===== config.mk =====
export PLATFORM = sky130hd
export DESIGN_NAME = mlnp_ctrl
export DESIGN_NICKNAME = d
export VERILOG_FILES = /design/src/rtl/core/mlnp_pkg.sv /design/src/rtl/core/mlnp_ctrl.sv
export SDC_FILE = /design/constraint.sdc
export NUM_CORES = 1
export LEC_CHECK = 0
export ABC_AREA = 1
export BUFFER_PORTS_ARGS = -buffer_cell sky130_fd_sc_hd__buf_4
export CORE_UTILIZATION = 46
export DETAILED_ROUTE_END_ITERATION = 10
export HOLD_SLACK_MARGIN = 0.15
export MAX_ROUTING_LAYER = met4
export PLACE_DENSITY = 0.83
export SKIP_LAST_GASP = 1
export SYNTH_ARGS = -nofsm -noshare
export SYNTH_HDL_FRONTEND = slang
export SYNTH_SLANG_ARGS = --single-unit
export TNS_END_PERCENT = 10

===== constraint.sdc =====
create_clock -name clk -period 2.56 [get_ports clk]
set_clock_uncertainty 0.15 [all_clocks]
set_input_delay 0.512 -clock clk [delete_from_list [all_inputs] [get_ports clk]]
set_output_delay 0.512 -clock clk [all_outputs]
set_load 0.05 [all_outputs]

===== src/rtl/core/mlnp_pkg.sv =====
// Shared types and constants for the monophonic last-note-priority key engine.
`timescale 1ns / 1ps
`default_nettype none

package mlnp_pkg;

  localparam int NOTE_W     = 7;
  localparam int VEL_W      = 7;
  localparam int CHAN_W     = 4;
  localparam int NOTE_COUNT = 128;
  localparam int CFG_IDX_W  = 2;
  localparam int CFG_DATA_W = 1;

  // Configuration register indexes.
  localparam logic [CFG_IDX_W-1:0] CFG_MONO_MODE    = 2'd0;
  localparam logic [CFG_IDX_W-1:0] CFG_NOTE_PATH    = 2'd1;
  localparam logic [CFG_IDX_W-1:0] CFG_ACCEPTS_INT  = 2'd2;

  // Key event codes.
  localparam logic CMD_PRESS   = 1'b0;
  localparam logic CMD_RELEASE = 1'b1;

  typedef struct packed {
    logic              cmd;
    logic              from_internal;
    logic [NOTE_W-1:0] key_number;
    logic [VEL_W-1:0]  key_velocity;
    logic [CHAN_W-1:0] key_channel;
  } req_t;

  typedef struct packed {
    logic              gate_on;
    logic [NOTE_W-1:0] out_note;
    logic [VEL_W-1:0]  out_velocity;
    logic [CHAN_W-1:0] out_channel;
  } result_t;

  // Commands from the controller to the datapath.
  typedef struct packed {
    logic load;
    logic meta_rd;
    logic stack_upd;
    logic oc_cap;
    logic idx_clr;
    logic idx_inc;
    logic pos_cap;
    logic idx_drop;
    logic drop_first;
    logic shift_wr;
    logic cnt_dec;
    logic append;
    logic idx_top;
    logic snd_top;
    logic snd_clr;
    logic out_load;
    logic out_retrig;
  } ctrl_cmd_t;

  // Status from the datapath to the controller.
  typedef struct packed {
    logic is_release;
    logic internal;
    logic mono;
    logic path_en;
    logic accepts;
    logic match;
    logic idx_end;
    logic full;
    logic cnt_zero;
    logic snd_hit;
    logic out_busy;
  } dp_status_t;

endpackage

`default_nettype wire


===== src/rtl/core/mlnp_ctrl.sv =====
// Controller state machine that sequences stack update, list search, shift and result.
`timescale 1ns / 1ps
`default_nettype none

module mlnp_ctrl import mlnp_pkg::*; (
  input  logic       clk,
  input  logic       rst,
  input  logic       in_valid,
  output logic       in_ready,
  input  dp_status_t status,
  output ctrl_cmd_t  cmd
);

  typedef enum logic [3:0] {
    ST_IDLE,
    ST_META,
    ST_STACK,
    ST_POP,
    ST_SCAN,
    ST_DROP,
    ST_SHIFT,
    ST_AFTER,
    ST_TOP,
    ST_EMIT
  } state_t;

  state_t state;
  state_t state_next;
  logic   found;
  logic   found_next;
  logic   snd_was;
  logic   snd_was_next;
  logic   retrig;
  logic   retrig_next;

  assign in_ready = (state == ST_IDLE);

  // Next state and datapath commands.
  always_comb begin
    state_next     = state;
    found_next     = found;
    snd_was_next   = snd_was;
    retrig_next    = retrig;
    cmd            = '0;
    cmd.out_retrig = retrig;
    case (state)
      ST_IDLE: begin
        if (in_valid) begin
          cmd.load   = 1'b1;
          state_next = ST_META;
        end
      end
      ST_META: begin
        cmd.meta_rd = 1'b1;
        state_next  = ST_STACK;
      end
      ST_STACK: begin
        cmd.stack_upd = 1'b1;
        state_next    = ST_POP;
      end
      ST_POP: begin
        cmd.oc_cap = 1'b1;
        if (!status.internal || !status.path_en ||
            (!status.is_release && !status.accepts)) begin
          state_next = ST_IDLE;
        end else if (!status.mono) begin
          retrig_next = 1'b0;
          state_next  = ST_EMIT;
        end else begin
          cmd.idx_clr = 1'b1;
          state_next  = ST_SCAN;
        end
      end
      ST_SCAN: begin
        if (status.idx_end) begin
          found_next = 1'b0;
          state_next = ST_DROP;
        end else if (status.match) begin
          cmd.pos_cap = 1'b1;
          found_next  = 1'b1;
          state_next  = ST_DROP;
        end else begin
          cmd.idx_inc = 1'b1;
        end
      end
      ST_DROP: begin
        if (status.is_release) begin
          if (!found) begin
            state_next = ST_IDLE;
          end else begin
            snd_was_next = status.snd_hit;
            cmd.idx_drop = 1'b1;
            state_next   = ST_SHIFT;
          end
        end else if (found) begin
          cmd.idx_drop = 1'b1;
          state_next   = ST_SHIFT;
        end else if (status.full) begin
          // Full list with a new note: the oldest entry goes.
          cmd.idx_drop   = 1'b1;
          cmd.drop_first = 1'b1;
          state_next     = ST_SHIFT;
        end else begin
          state_next = ST_AFTER;
        end
      end
      ST_SHIFT: begin
        if (status.idx_end) begin
          cmd.cnt_dec = 1'b1;
          state_next  = ST_AFTER;
        end else begin
          cmd.shift_wr = 1'b1;
          cmd.idx_inc  = 1'b1;
        end
      end
      ST_AFTER: begin
        if (!status.is_release) begin
          cmd.append  = 1'b1;
          retrig_next = 1'b0;
          state_next  = ST_EMIT;
        end else if (!snd_was) begin
          state_next = ST_IDLE;
        end else if (status.cnt_zero) begin
          cmd.snd_clr = 1'b1;
          retrig_next = 1'b0;
          state_next  = ST_EMIT;
        end else begin
          cmd.idx_top = 1'b1;
          state_next  = ST_TOP;
        end
      end
      ST_TOP: begin
        // The newest held note sounds again.
        cmd.snd_top = 1'b1;
        retrig_next = 1'b1;
        state_next  = ST_EMIT;
      end
      ST_EMIT: begin
        if (!status.out_busy) begin
          cmd.out_load = 1'b1;
          state_next   = ST_IDLE;
        end
      end
      default: begin
        state_next = ST_IDLE;
      end
    endcase
  end

  // State and flag registers.
  always_ff @(posedge clk) begin
    if (rst) begin
      state   <= ST_IDLE;
      found   <= 1'b0;
      snd_was <= 1'b0;
      retrig  <= 1'b0;
    end else begin
      state   <= state_next;
      found   <= found_next;
      snd_was <= snd_was_next;
      retrig  <= retrig_next;
    end
  end

endmodule

`default_nettype wire


==> key figures, run 1 <==
CTS
  • CTS Hold Bufs: 0
  • CTS clk-pin slew, worst paths: 0.05 ns
  • Clock root buffer: clkbuf_4
  • PostCTS Resize Cnt: 0
  • Clock H-tree levels: 1
  • CTS sink count: 7
  • Worst skew pair latency: 0.26 ns
  • TritonCTS clock tree: yes
  • Num CTS Buffers: 3
  • Post-CTS Setup Bufs: 0
  • Clock Tree Buf Depth: 2

Critical path
  • Setup CP Type: flip-flop to primary output
  • CP startpoint kind: flip-flop
  • CP max stage cell: dfxtp_1
  • CP bufs+invs: 3
  • Crit path max-delay family: simple AND/OR/NAND/NOR gates
  • Critical path, cell by cell: nand2_2, nor2_2, inv_2, nor3_2, inv_1, nor2_1, buf_4
  • Worst EP arrival: 1.54 ns
  • Worst path required time: 1.90 ns
  • CP max stage delay: 0.42 ns
  • CP endpoint kind: primary output
  • Crit path max fanout: 4

GRT
  • First-pass GRT wire length: 2.73 mm
  • Grt ovf: 0
  • Number of global-route vias before repair: 667
  • Largest net degree at the start of global routing: 7
  • Gr usage total: 28.2%
  • Initial antenna violation count: 0

Floorplan
  • Total die area: 0.00147 mm²
  • Initial Util: 52.0%
  • Core footprint: 0.00117 mm²
  • Num ports: 32
  • Std-Cell Rows: 12
  • Die height: 38.4 µm
  • Die Width: 38.4 µm

Final layout
  • N_diodes: 0
  • Share of post-route cells with drive strength above 1: 43.3%
  • Final cell count without fillers: 148
  • Final-stage net count: 149
  • Finished Core Util: 74.9%
  • Area growth syn-to-layout: 43.9%
  • Final Instance Area: 877 µm²

Synth
  • Unique masters post-synth: 21
  • Syn. warnings: 0
  • Mapped Cells: 101
  • Ranking of synthesized cells by area: dfxtp_1 (23%), nand2_1 (10%), inv_1 (9.9%)
  • Synth area leader: dfxtp_1
  • Syn Nets: 115
  • Register area share after synthesis: 23.0%
  • Seq cells post-synth: 7
  • Post-Syn Area: 609 µm²
  • Post-synth top area share: 23.0%
  • Syn_area_per_cell: 6.03 µm²

Timing
  • Max Clk Rate: 0.455 GHz
  • Final Hold Viols: 0
  • Setup violators final: 0
  • WHS: 0.295 ns
  • Final setup margin: 0.361 ns
  • Period minus WS final: 2.20 ns
  • Total negative slack: 0 ns
  • Slew HR: 81.0%
  • Slew @ Worst Pin: 0.282 ns
  • Unrepaired setup endpoints after global routing: no
  • Max Slew Vio Count: 0
  • Fin crit share: 85.9%

Detailed routing
  • First-pass iteration count of the detailed router: 4
  • DRC violations left: 0
  • Final ANT Viol Nets: 0
  • Via count: 758
  • Final wirelength: 1.75 mm
  • WL/cell: 11.8 µm
  • DR vias/cell: 5.12
  • DRT iter0 DRCs: 10

Pwr
  • VDD IR-drop max: 0.274 mV
  • Power density over the cells: 400 mW/mm²
  • Static Leak: 0.484 nW
  • Total power: 0.351 mW

Placed design
  • IO buf count: 31
  • Cells after DPL: 144
  • Cell area after placement: 851 µm²
  • RePlAce Congestion: 0.798
  • Detailed Place HPWL: 1.51 mm
  • Placement Setup Slack: 0.655 ns

Worst hold path
  • Worst hold-check path type: input pin to flip-flop

Job
  • Max cap viols: 0

Outcome
  • Outcome: complete, no violations
-- layer usage --
layer / vias to the layer above / GRT usage, % / wire (µm)
met5: - / - / 0
met2: 37 / 50.8 / 911
met3: 6 / 6.98 / 112
met4: 0 / 14.7 / 51
li1: 381 / - / -
met1: 334 / 27.9 / 675
-- synth_stat cells --
cell	number
o21ai_1	2
o21ai_0	2
nor3_2	1
nor2_1	16
nor4_1	1
nand2_2	5
nor2_4	2
inv_2	5
o21ai_2	1
dfxtp_1	7
nor3_1	4
a221oi_1	1
nor2_2	4
inv_1	16
a21oi_2	2
nand4_1	1
a21oi_1	3
nand3_1	6
nand3_2	3
buf_4	2
nand2_1	17
-- sequential cells by signal, indices dropped and copies added, names as in the netlist --
register / cells
found: 1
retrig: 1
snd_was: 1
state: 4
-- worst reg2reg max path, cell delays in order, from the launching register on --
cell and delay (ns):
dfxtp_1 0.37, nor2_2 0.22, inv_2 0.09, nor2_4 0.11, nand2_1 0.10, a221oi_1 0.30
-- power breakdown --
group,internal [mW],switching (mW),total (mW)
combinational,0.0420,0.0829,0.125
sequential,0.113,0.00613,0.120
clock,0.0598,0.0464,0.106
total,0.215,0.135,0.351
-- kinds of logic after synthesis --
family	synth area share (%)
DFF	23.0
and+or+nand+nor	50.1
buffers and inverters	15.4
AOI/OAI and AO/OA	11.5
-- worst paths after layout --
check	from	end	slack, ns	cells past startpoint
max	state[2]	cmd[4]	0.36	7
min	rst	state[0]	0.29	2
max reg2reg	state[0]	found	1.10	5
min reg2reg	snd_was	snd_was	0.34	2
-- final cells by class --
class                   instances  area (µm²)
fillers                       108         294
well taps                      14        17.5
inverters                      21        78.8
multi-input cells              71         382
clock buffers                   4        26.3
flip-flops and latches          7         140
repair buffers                 31         233
-- placed cells by master (no fill, tap or decap) --
cell type | netlist | layout
nor2_1 | 16 | 16
clkbuf_4 | 0 | 3
nor2_2 | 4 | 4
o21ai_0 | 2 | 2
clkbuf_1 | 0 | 1
nand3_2 | 3 | 3
nand4_1 | 1 | 1
nor3_2 | 1 | 1
o21ai_1 | 2 | 2
nor3_1 | 4 | 4
a21oi_2 | 2 | 2
a221oi_1 | 1 | 1
a21oi_1 | 3 | 3
nor4_2 | 0 | 1
inv_2 | 5 | 5
inv_1 | 16 | 16
nand2_2 | 5 | 5
nor2_4 | 2 | 2
nand3_1 | 6 | 6
buf_4 | 2 | 31
dfxtp_1 | 7 | 7
o21ai_2 | 1 | 1
nand2_1 | 17 | 17
Power figures use the tool's default switching activity.
==> run 2, diff against run 1 <==
--- a/config.mk
+++ b/config.mk
@@ -7,11 +7,12 @@
 export LEC_CHECK = 0
 export ABC_AREA = 1
 export BUFFER_PORTS_ARGS = -buffer_cell sky130_fd_sc_hd__buf_4
-export CORE_UTILIZATION = 46
+export CORE_UTILIZATION = 43
 export DETAILED_ROUTE_END_ITERATION = 10
 export HOLD_SLACK_MARGIN = 0.15
 export MAX_ROUTING_LAYER = met4
-export PLACE_DENSITY = 0.83
+export PLACE_DENSITY = 0.77
+export REMOVE_ABC_BUFFERS = 1
 export SKIP_LAST_GASP = 1
 export SYNTH_ARGS = -nofsm -noshare
 export SYNTH_HDL_FRONTEND = slang
==> constraint.sdc (replaced) <==
create_clock -name clk -period 2.3 [get_ports clk]
set_clock_uncertainty 0.15 [all_clocks]
set_input_delay 0.46 -clock clk [delete_from_list [all_inputs] [get_ports clk]]
set_output_delay 0.46 -clock clk [all_outputs]
set_load 0.05 [all_outputs]
==> key figures, run 2 (synthesized netlist as in run 1, its figures left out) <==
GRT
  • Initial antenna violation count: 0 (unchanged)
  • Gr usage total: 22.1% (was 28.2%)
  • Largest net degree at the start of global routing: 7 (unchanged)
  • Number of global-route vias before repair: 581 (was 667)
  • First-pass GRT wire length: 2.29 mm (was 2.73 mm)
  • Grt ovf: 0 (unchanged)

Critical path
  • Setup CP Type: flip-flop to primary output (unchanged)
  • Worst EP arrival: 1.51 ns (was 1.54 ns)
  • CP startpoint kind: flip-flop (unchanged)
  • CP endpoint kind: primary output (unchanged)
  • Crit path max fanout: 6 (was 4)
  • Worst path required time: 1.69 ns (was 1.90 ns)

Worst hold path
  • Worst hold-check path type: input pin to flip-flop (unchanged)

Final layout
  • Final cell count without fillers: 149 (was 148)
  • Largest Register: state (unchanged)
  • N_diodes: 0 (unchanged)
  • Most frequent cells in the layout: buf_4 (31), nand2_1 (17), nor2_1 (16), inv_1 (16), dfxtp_1 (7) (unchanged)
  • Most common cell after layout, fill and taps aside: buf_4 (unchanged)
  • Final-stage net count: 149 (unchanged)
  • Number of flip-flops under the largest register name: 4 (unchanged)
  • Filler cells: 123 (was 108)
  • Share of post-route cells with drive strength above 1: 42.5% (was 43.3%)
  • Area growth syn-to-layout: 43.1% (was 43.9%)

Floorplan
  • Num ports: 32 (unchanged)
  • Core footprint: 0.00132 mm² (was 0.00117 mm²)
  • Std-Cell Rows: 13 (was 12)
  • Total die area: 0.00157 mm² (was 0.00147 mm²)
  • Die Width: 39.6 µm (was 38.4 µm)
  • Initial Util: 46.2% (was 52.0%)
  • Die height: 39.6 µm (was 38.4 µm)

Timing
  • Setup violators final: 0 (unchanged)
  • Period minus WS final: 2.12 ns
  • Fin crit share: 92.2%
  • Unrepaired setup endpoints after global routing: no (unchanged)
  • Max Clk Rate: 0.472 GHz
  • Max Slew Vio Count: 0 (unchanged)
  • Slew HR: 81.8% (was 81.0%)
  • Final Hold Viols: 0 (unchanged)
  • Slew @ Worst Pin: 0.271 ns (was 0.282 ns)

CTS
  • PostCTS Resize Cnt: 0 (unchanged)
  • Post-CTS Setup Bufs: 0 (unchanged)
  • CTS sink count: 7 (unchanged)
  • Worst skew pair latency: 0.25 ns (was 0.26 ns)
  • Num CTS Buffers: 3 (unchanged)
  • TritonCTS clock tree: yes (unchanged)
  • Clock Tree Buf Depth: 2 (unchanged)
  • Clock root buffer: clkbuf_4 (unchanged)
  • Clock H-tree levels: 1 (unchanged)
  • CTS Hold Bufs: 0 (unchanged)
  • CTS clk-pin slew, worst paths: 0.05 ns (about the same)

Job
  • Max cap viols: 0 (unchanged)

Detailed routing
  • DRC violations left: 0 (unchanged)
  • Routed wl met3: 98 µm (was 112 µm)
  • DR vias/cell: 4.67 (was 5.12)
  • WL/cell: 9.72 µm (was 11.8 µm)
  • Final ANT Viol Nets: 0 (unchanged)
  • Via count: 696 (was 758)
  • Metal2 WL: 701 µm (was 911 µm)
  • Final wirelength: 1.45 mm (was 1.75 mm)
  • First-pass iteration count of the detailed router: 4 (unchanged)
  • WL met1: 642 µm (was 675 µm)
  • DRT iter0 DRCs: 11 (was 10)
  • Top sig layer: met4 (unchanged)

Placed design
  • IO buf count: 31 (unchanged)
  • Detailed Place HPWL: 1.22 mm (was 1.51 mm)
  • RePlAce Congestion: 0.784 (was 0.798)
  • Cells after DPL: 145 (was 144)

Pwr
  • Total power: 0.379 mW (was 0.351 mW)
  • VDD IR-drop max: 0.296 mV (was 0.274 mV)
  • Power density over the cells: 434 mW/mm² (was 400 mW/mm²)
  • Static Leak: 0.484 nW (about the same)

Outcome
  • Outcome: complete, no violations (unchanged)
## run 2: changes by cell type in the layout (fill, tap and decap cells not counted)
cell    delta
nor4_2     -1
nor4_1     +1
## run 2: metrics by stage
stage / worst slack [ns] / util [%] / setup TNS (ns) / instance area [µm²] / hold slack, ns
final: 0.180 / 66.2 / 0 / 872 / 0.250
after global routing: 0.0762 / 66.2 / 0 / 872 / 0.246
after CTS: 0.186 / 66.2 / 0 / 872 / 0.245
after detailed placement: 0.471 / 64.2 / 0 / 846 / 0.313
after global placement: 0.496 / 64.2 / 0 / 846 / 0.315
after floorplan: -0.323 / - / -0.387 / 594 / 0.304
## run 2: worst paths after layout
check / depth (start not counted) / end / start / slack [ns]
max: 7 / cmd[4] / state[0] / 0.18
min: 2 / state[0] / rst / 0.25
max reg2reg: 7 / retrig / state[0] / 0.91
min reg2reg: 2 / retrig / retrig / 0.33
## run 2: critical path, cell delays in order, from the launching register on
cell	delay, ns
dfxtp_1	0.44
nand2_2	0.10
nor2_2	0.17
inv_2	0.07
nor3_2	0.10
inv_1	0.08
nor2_1	0.09
buf_4	0.20
## run 2: layout make-up
type                       count  area [µm²]  share of cell area, %
multi-input combinational     71         375                   43.0
timing repair buffer          31         233                   26.7
sequential                     7         140                   16.1
inverter                      21        78.8                   9.04
clock buffer                   4        26.3                   3.01
tap                           15        18.8                   2.15
## run 2: metal layers
metal	vias up	track usage, %
met1	286	25.6
li1	380	-
met5	-	-
met2	28	38.1
met3	2	3.41
met4	0	7.76
## run 2: where the power goes
| part | internal [mW] | switching, mW | total [mW] |
|---|---|---|---|
| clock network | 0.0662 | 0.0445 | 0.111 |
| registers | 0.126 | 0.00642 | 0.133 |
| logic | 0.0467 | 0.0885 | 0.135 |
==> run 3, diff against run 2 <==
--- a/config.mk
+++ b/config.mk
@@ -13,6 +13,7 @@
 export MAX_ROUTING_LAYER = met4
 export PLACE_DENSITY = 0.77
 export REMOVE_ABC_BUFFERS = 1
+export SETUP_SLACK_MARGIN = 0.5
 export SKIP_LAST_GASP = 1
 export SYNTH_ARGS = -nofsm -noshare
 export SYNTH_HDL_FRONTEND = slang
==> key figures, run 3 (synthesized netlist as in run 1, its figures left out) <==
Timing
  • Unrepaired setup endpoints after global routing: yes (was no)
  • Setup violators final: 0 (unchanged)
  • Fin crit share: 86.3% (was 92.2%)
  • Slew HR: 81.1% (was 81.8%)
  • Final setup margin: 0.315 ns (was 0.180 ns)
  • Total negative slack: 0 ns (unchanged)
  • Period minus WS final: 1.99 ns (was 2.12 ns)
  • Slew @ Worst Pin: 0.282 ns (was 0.271 ns)
  • Max Slew Vio Count: 0 (unchanged)
  • Final Hold Viols: 0 (unchanged)
  • Max Clk Rate: 0.504 GHz (was 0.472 GHz)

Floorplan
  • Num ports: 32 (unchanged)
  • Initial Util: 46.2% (unchanged)
  • Die Width: 39.6 µm (unchanged)
  • Die height: 39.6 µm (unchanged)
  • Std-Cell Rows: 13 (unchanged)
  • Total die area: 0.00157 mm² (unchanged)
  • Core footprint: 0.00132 mm² (unchanged)

Critical path
  • CP max stage delay: 0.33 ns (was 0.44 ns)
  • Crit path max fanout: 4 (was 6)
  • Most common cell on crit path: buf_4
  • Crit path max-delay family: buffers and inverters (was simple AND/OR/NAND/NOR gates)
  • CP startpoint kind: flip-flop (unchanged)
  • Worst EP arrival: 1.98 ns (was 1.51 ns)
  • CP endpoint kind: flip-flop (was primary output)
  • Worst setup path start: state[3] (was state[0])
  • Reg2Reg Launch Point: state[3] (was state[0])
  • Reg2Reg Setup Slack: 0.31 ns (was 0.91 ns)
  • Critical path depth: 14 (was 7)
  • Critical path, cell by cell: inv_4, nand2_4, nor2_4, inv_2, nor3_2, inv_1, buf_4, buf_4, buf_4, buf_4, buf_4, buf_4, a21oi_2, nor2_2 (was nand2_2, nor2_2, inv_2, nor3_2, inv_1, nor2_1, buf_4)
  • CP bufs+invs: 9 (was 3)
  • Setup CP Type: flip-flop to flip-flop (was flip-flop to primary output)
  • Worst reg2reg path depth: 14 (was 7)
  • CP max stage cell: dfxtp_2 (was dfxtp_1)
  • Worst path required time: 2.30 ns (was 1.69 ns)
  • FF-to-FF End: retrig (unchanged)
  • End of the critical path: retrig (was cmd[4])

GRT
  • Initial antenna violation count: 0 (unchanged)
  • First-pass GRT wire length: 2.59 mm (was 2.29 mm)
  • Gr usage total: 25.1% (was 22.1%)
  • Largest net degree at the start of global routing: 7 (unchanged)
  • Number of global-route vias before repair: 670 (was 581)
  • Grt ovf: 0 (unchanged)

Worst hold path
  • Worst hold start: rst (unchanged)
  • Worst hold-check path type: input pin to flip-flop (unchanged)

Pwr
  • VDD IR-drop max: 0.286 mV (was 0.296 mV)
  • Clock share of power: 28.8% (was 29.2%)
  • Seq pwr share: 35.3% (was 35.0%)
  • Static Leak: 0.548 nW (was 0.484 nW)
  • Net Sw Frac: 37.5% (was 36.8%)
  • Part of the power in combinational logic: 35.9% (was 35.7%)
  • Power density over the cells: 387 mW/mm² (was 434 mW/mm²)
  • Internal Power: 0.242 mW (was 0.239 mW)
  • Psw: 0.146 mW (was 0.139 mW)

Detailed routing
  • Final ANT Viol Nets: 0 (unchanged)
  • DRT iter0 DRCs: 6 (was 11)
  • WL/cell: 10.7 µm (was 9.72 µm)
  • DRC violations left: 0 (unchanged)
  • DR vias/cell: 4.98 (was 4.67)
  • First-pass iteration count of the detailed router: 4 (unchanged)
  • Final wirelength: 1.71 mm (was 1.45 mm)
  • Via count: 796 (was 696)

Final layout
  • Area growth syn-to-layout: 64.5% (was 43.1%)
  • Final-stage net count: 160 (was 149)
  • Most common cell after layout, fill and taps aside: buf_4 (unchanged)
  • Filler cells: 99 (was 123)
  • Most frequent cells in the layout: buf_4 (40), nand2_1 (17), inv_1 (16), nor2_1 (14), nand3_1 (5) (was buf_4 (31), nand2_1 (17), nor2_1 (16), inv_1 (16), dfxtp_1 (7))
  • N_diodes: 0 (unchanged)
  • Number of flip-flops under the largest register name: 4 (unchanged)
  • Largest Register: state (unchanged)
  • Share of post-route cells with drive strength above 1: 51.7% (was 42.5%)

CTS
  • CTS Hold Bufs: 0 (unchanged)
  • CTS clk-pin slew, worst paths: 0.05 ns (about the same)
  • Clock H-tree levels: 1 (unchanged)
  • Clock Tree Buf Depth: 2 (unchanged)
  • Worst skew pair latency: 0.25 ns (about the same)
  • Num CTS Buffers: 3 (unchanged)
  • Clock root buffer: clkbuf_4 (unchanged)
  • CTS sink count: 7 (unchanged)
  • TritonCTS clock tree: yes (unchanged)

Placed design
  • Placement Setup Slack: 0.471 ns (unchanged)
  • RePlAce Congestion: 0.784 (unchanged)
  • IO buf count: 31 (unchanged)
  • Detailed Place HPWL: 1.22 mm (unchanged)

Job
  • Max cap viols: 0 (unchanged)

Outcome
  • Outcome: complete, no violations (unchanged)
==> run 3: layout make-up <==
class                           instances  area, µm²  share of cell area [%]
Multi-Input combinational cell         71        405                    40.4
Timing Repair Buffer                   42        323                    32.2
Sequential cell                         7        148                    14.7
Inverter                               21       81.3                    8.11
Clock buffer                            4       26.3                    2.62
Tap cell                               15       18.8                    1.87
==> run 3: metrics by stage <==
step / util (%) / total power, mW / instances / hold WS, ns / instance area [µm²]
CTS: 73.8 / 0.385 / 160 / 0.238 / 972
global route: 76.1 / 0.408 / 160 / 0.237 / 1000
floorplan: - / 0.224 / 99 / 0.304 / 594
global placement: 64.2 / 0.269 / 145 / 0.315 / 846
detailed placement: 64.2 / 0.270 / 145 / 0.313 / 846
finish: 76.1 / 0.388 / 160 / 0.240 / 1000
==> run 3: worst register-to-register path: stages (launching register included) <==
cell and delay, ns:
dfxtp_2 0.33, inv_4 0.07, nand2_4 0.08, nor2_4 0.11, inv_2 0.06, nor3_2 0.09
inv_1 0.08, buf_4 0.13, buf_4 0.13, buf_4 0.12, buf_4 0.12, buf_4 0.13
buf_4 0.13, a21oi_2 0.12, nor2_2 0.04
==> run 3: how the worst min path moves through the flow <==
stage	slack (ns)	to	depth (start not counted)
6_report	0.24	state[0]	2
5_1_grt	0.24	state[0]	2
4_1_cts	0.24	state[0]	2
3_5_place_dp	0.31	retrig	2
3_3_place_gp	0.32	retrig	2
2_1_floorplan	0.30	snd_was	2
==> run 3: layer usage <==
metal | up-vias | part of all wire, % | global-route usage [%]
met1 | 345 | 40 | 27.0
met4 | 0 | 1.8 | 12.1
met3 | 6 | 7.4 | 3.41
li1 | 407 | - | -
met5 | - | 0 | -
met2 | 38 | 51 | 44.7
==> run 3: power groups by stage <==
stage | Sequential (mW) | Clock [mW] | Combinational, mW
global placement | 0.135 | 0 | 0.134
floorplan | 0.135 | 0 | 0.0885
CTS | 0.133 | 0.115 | 0.137
finish | 0.137 | 0.112 | 0.139
global route | 0.137 | 0.121 | 0.150
detailed placement | 0.135 | 0 | 0.135
==> run 3: repair_timing <==
action,4_1_cts,5_1_grt
endpoints found under the setup margin,17,18
setup buffers,11,0
pin swaps,3,3
resized for setup,6,9
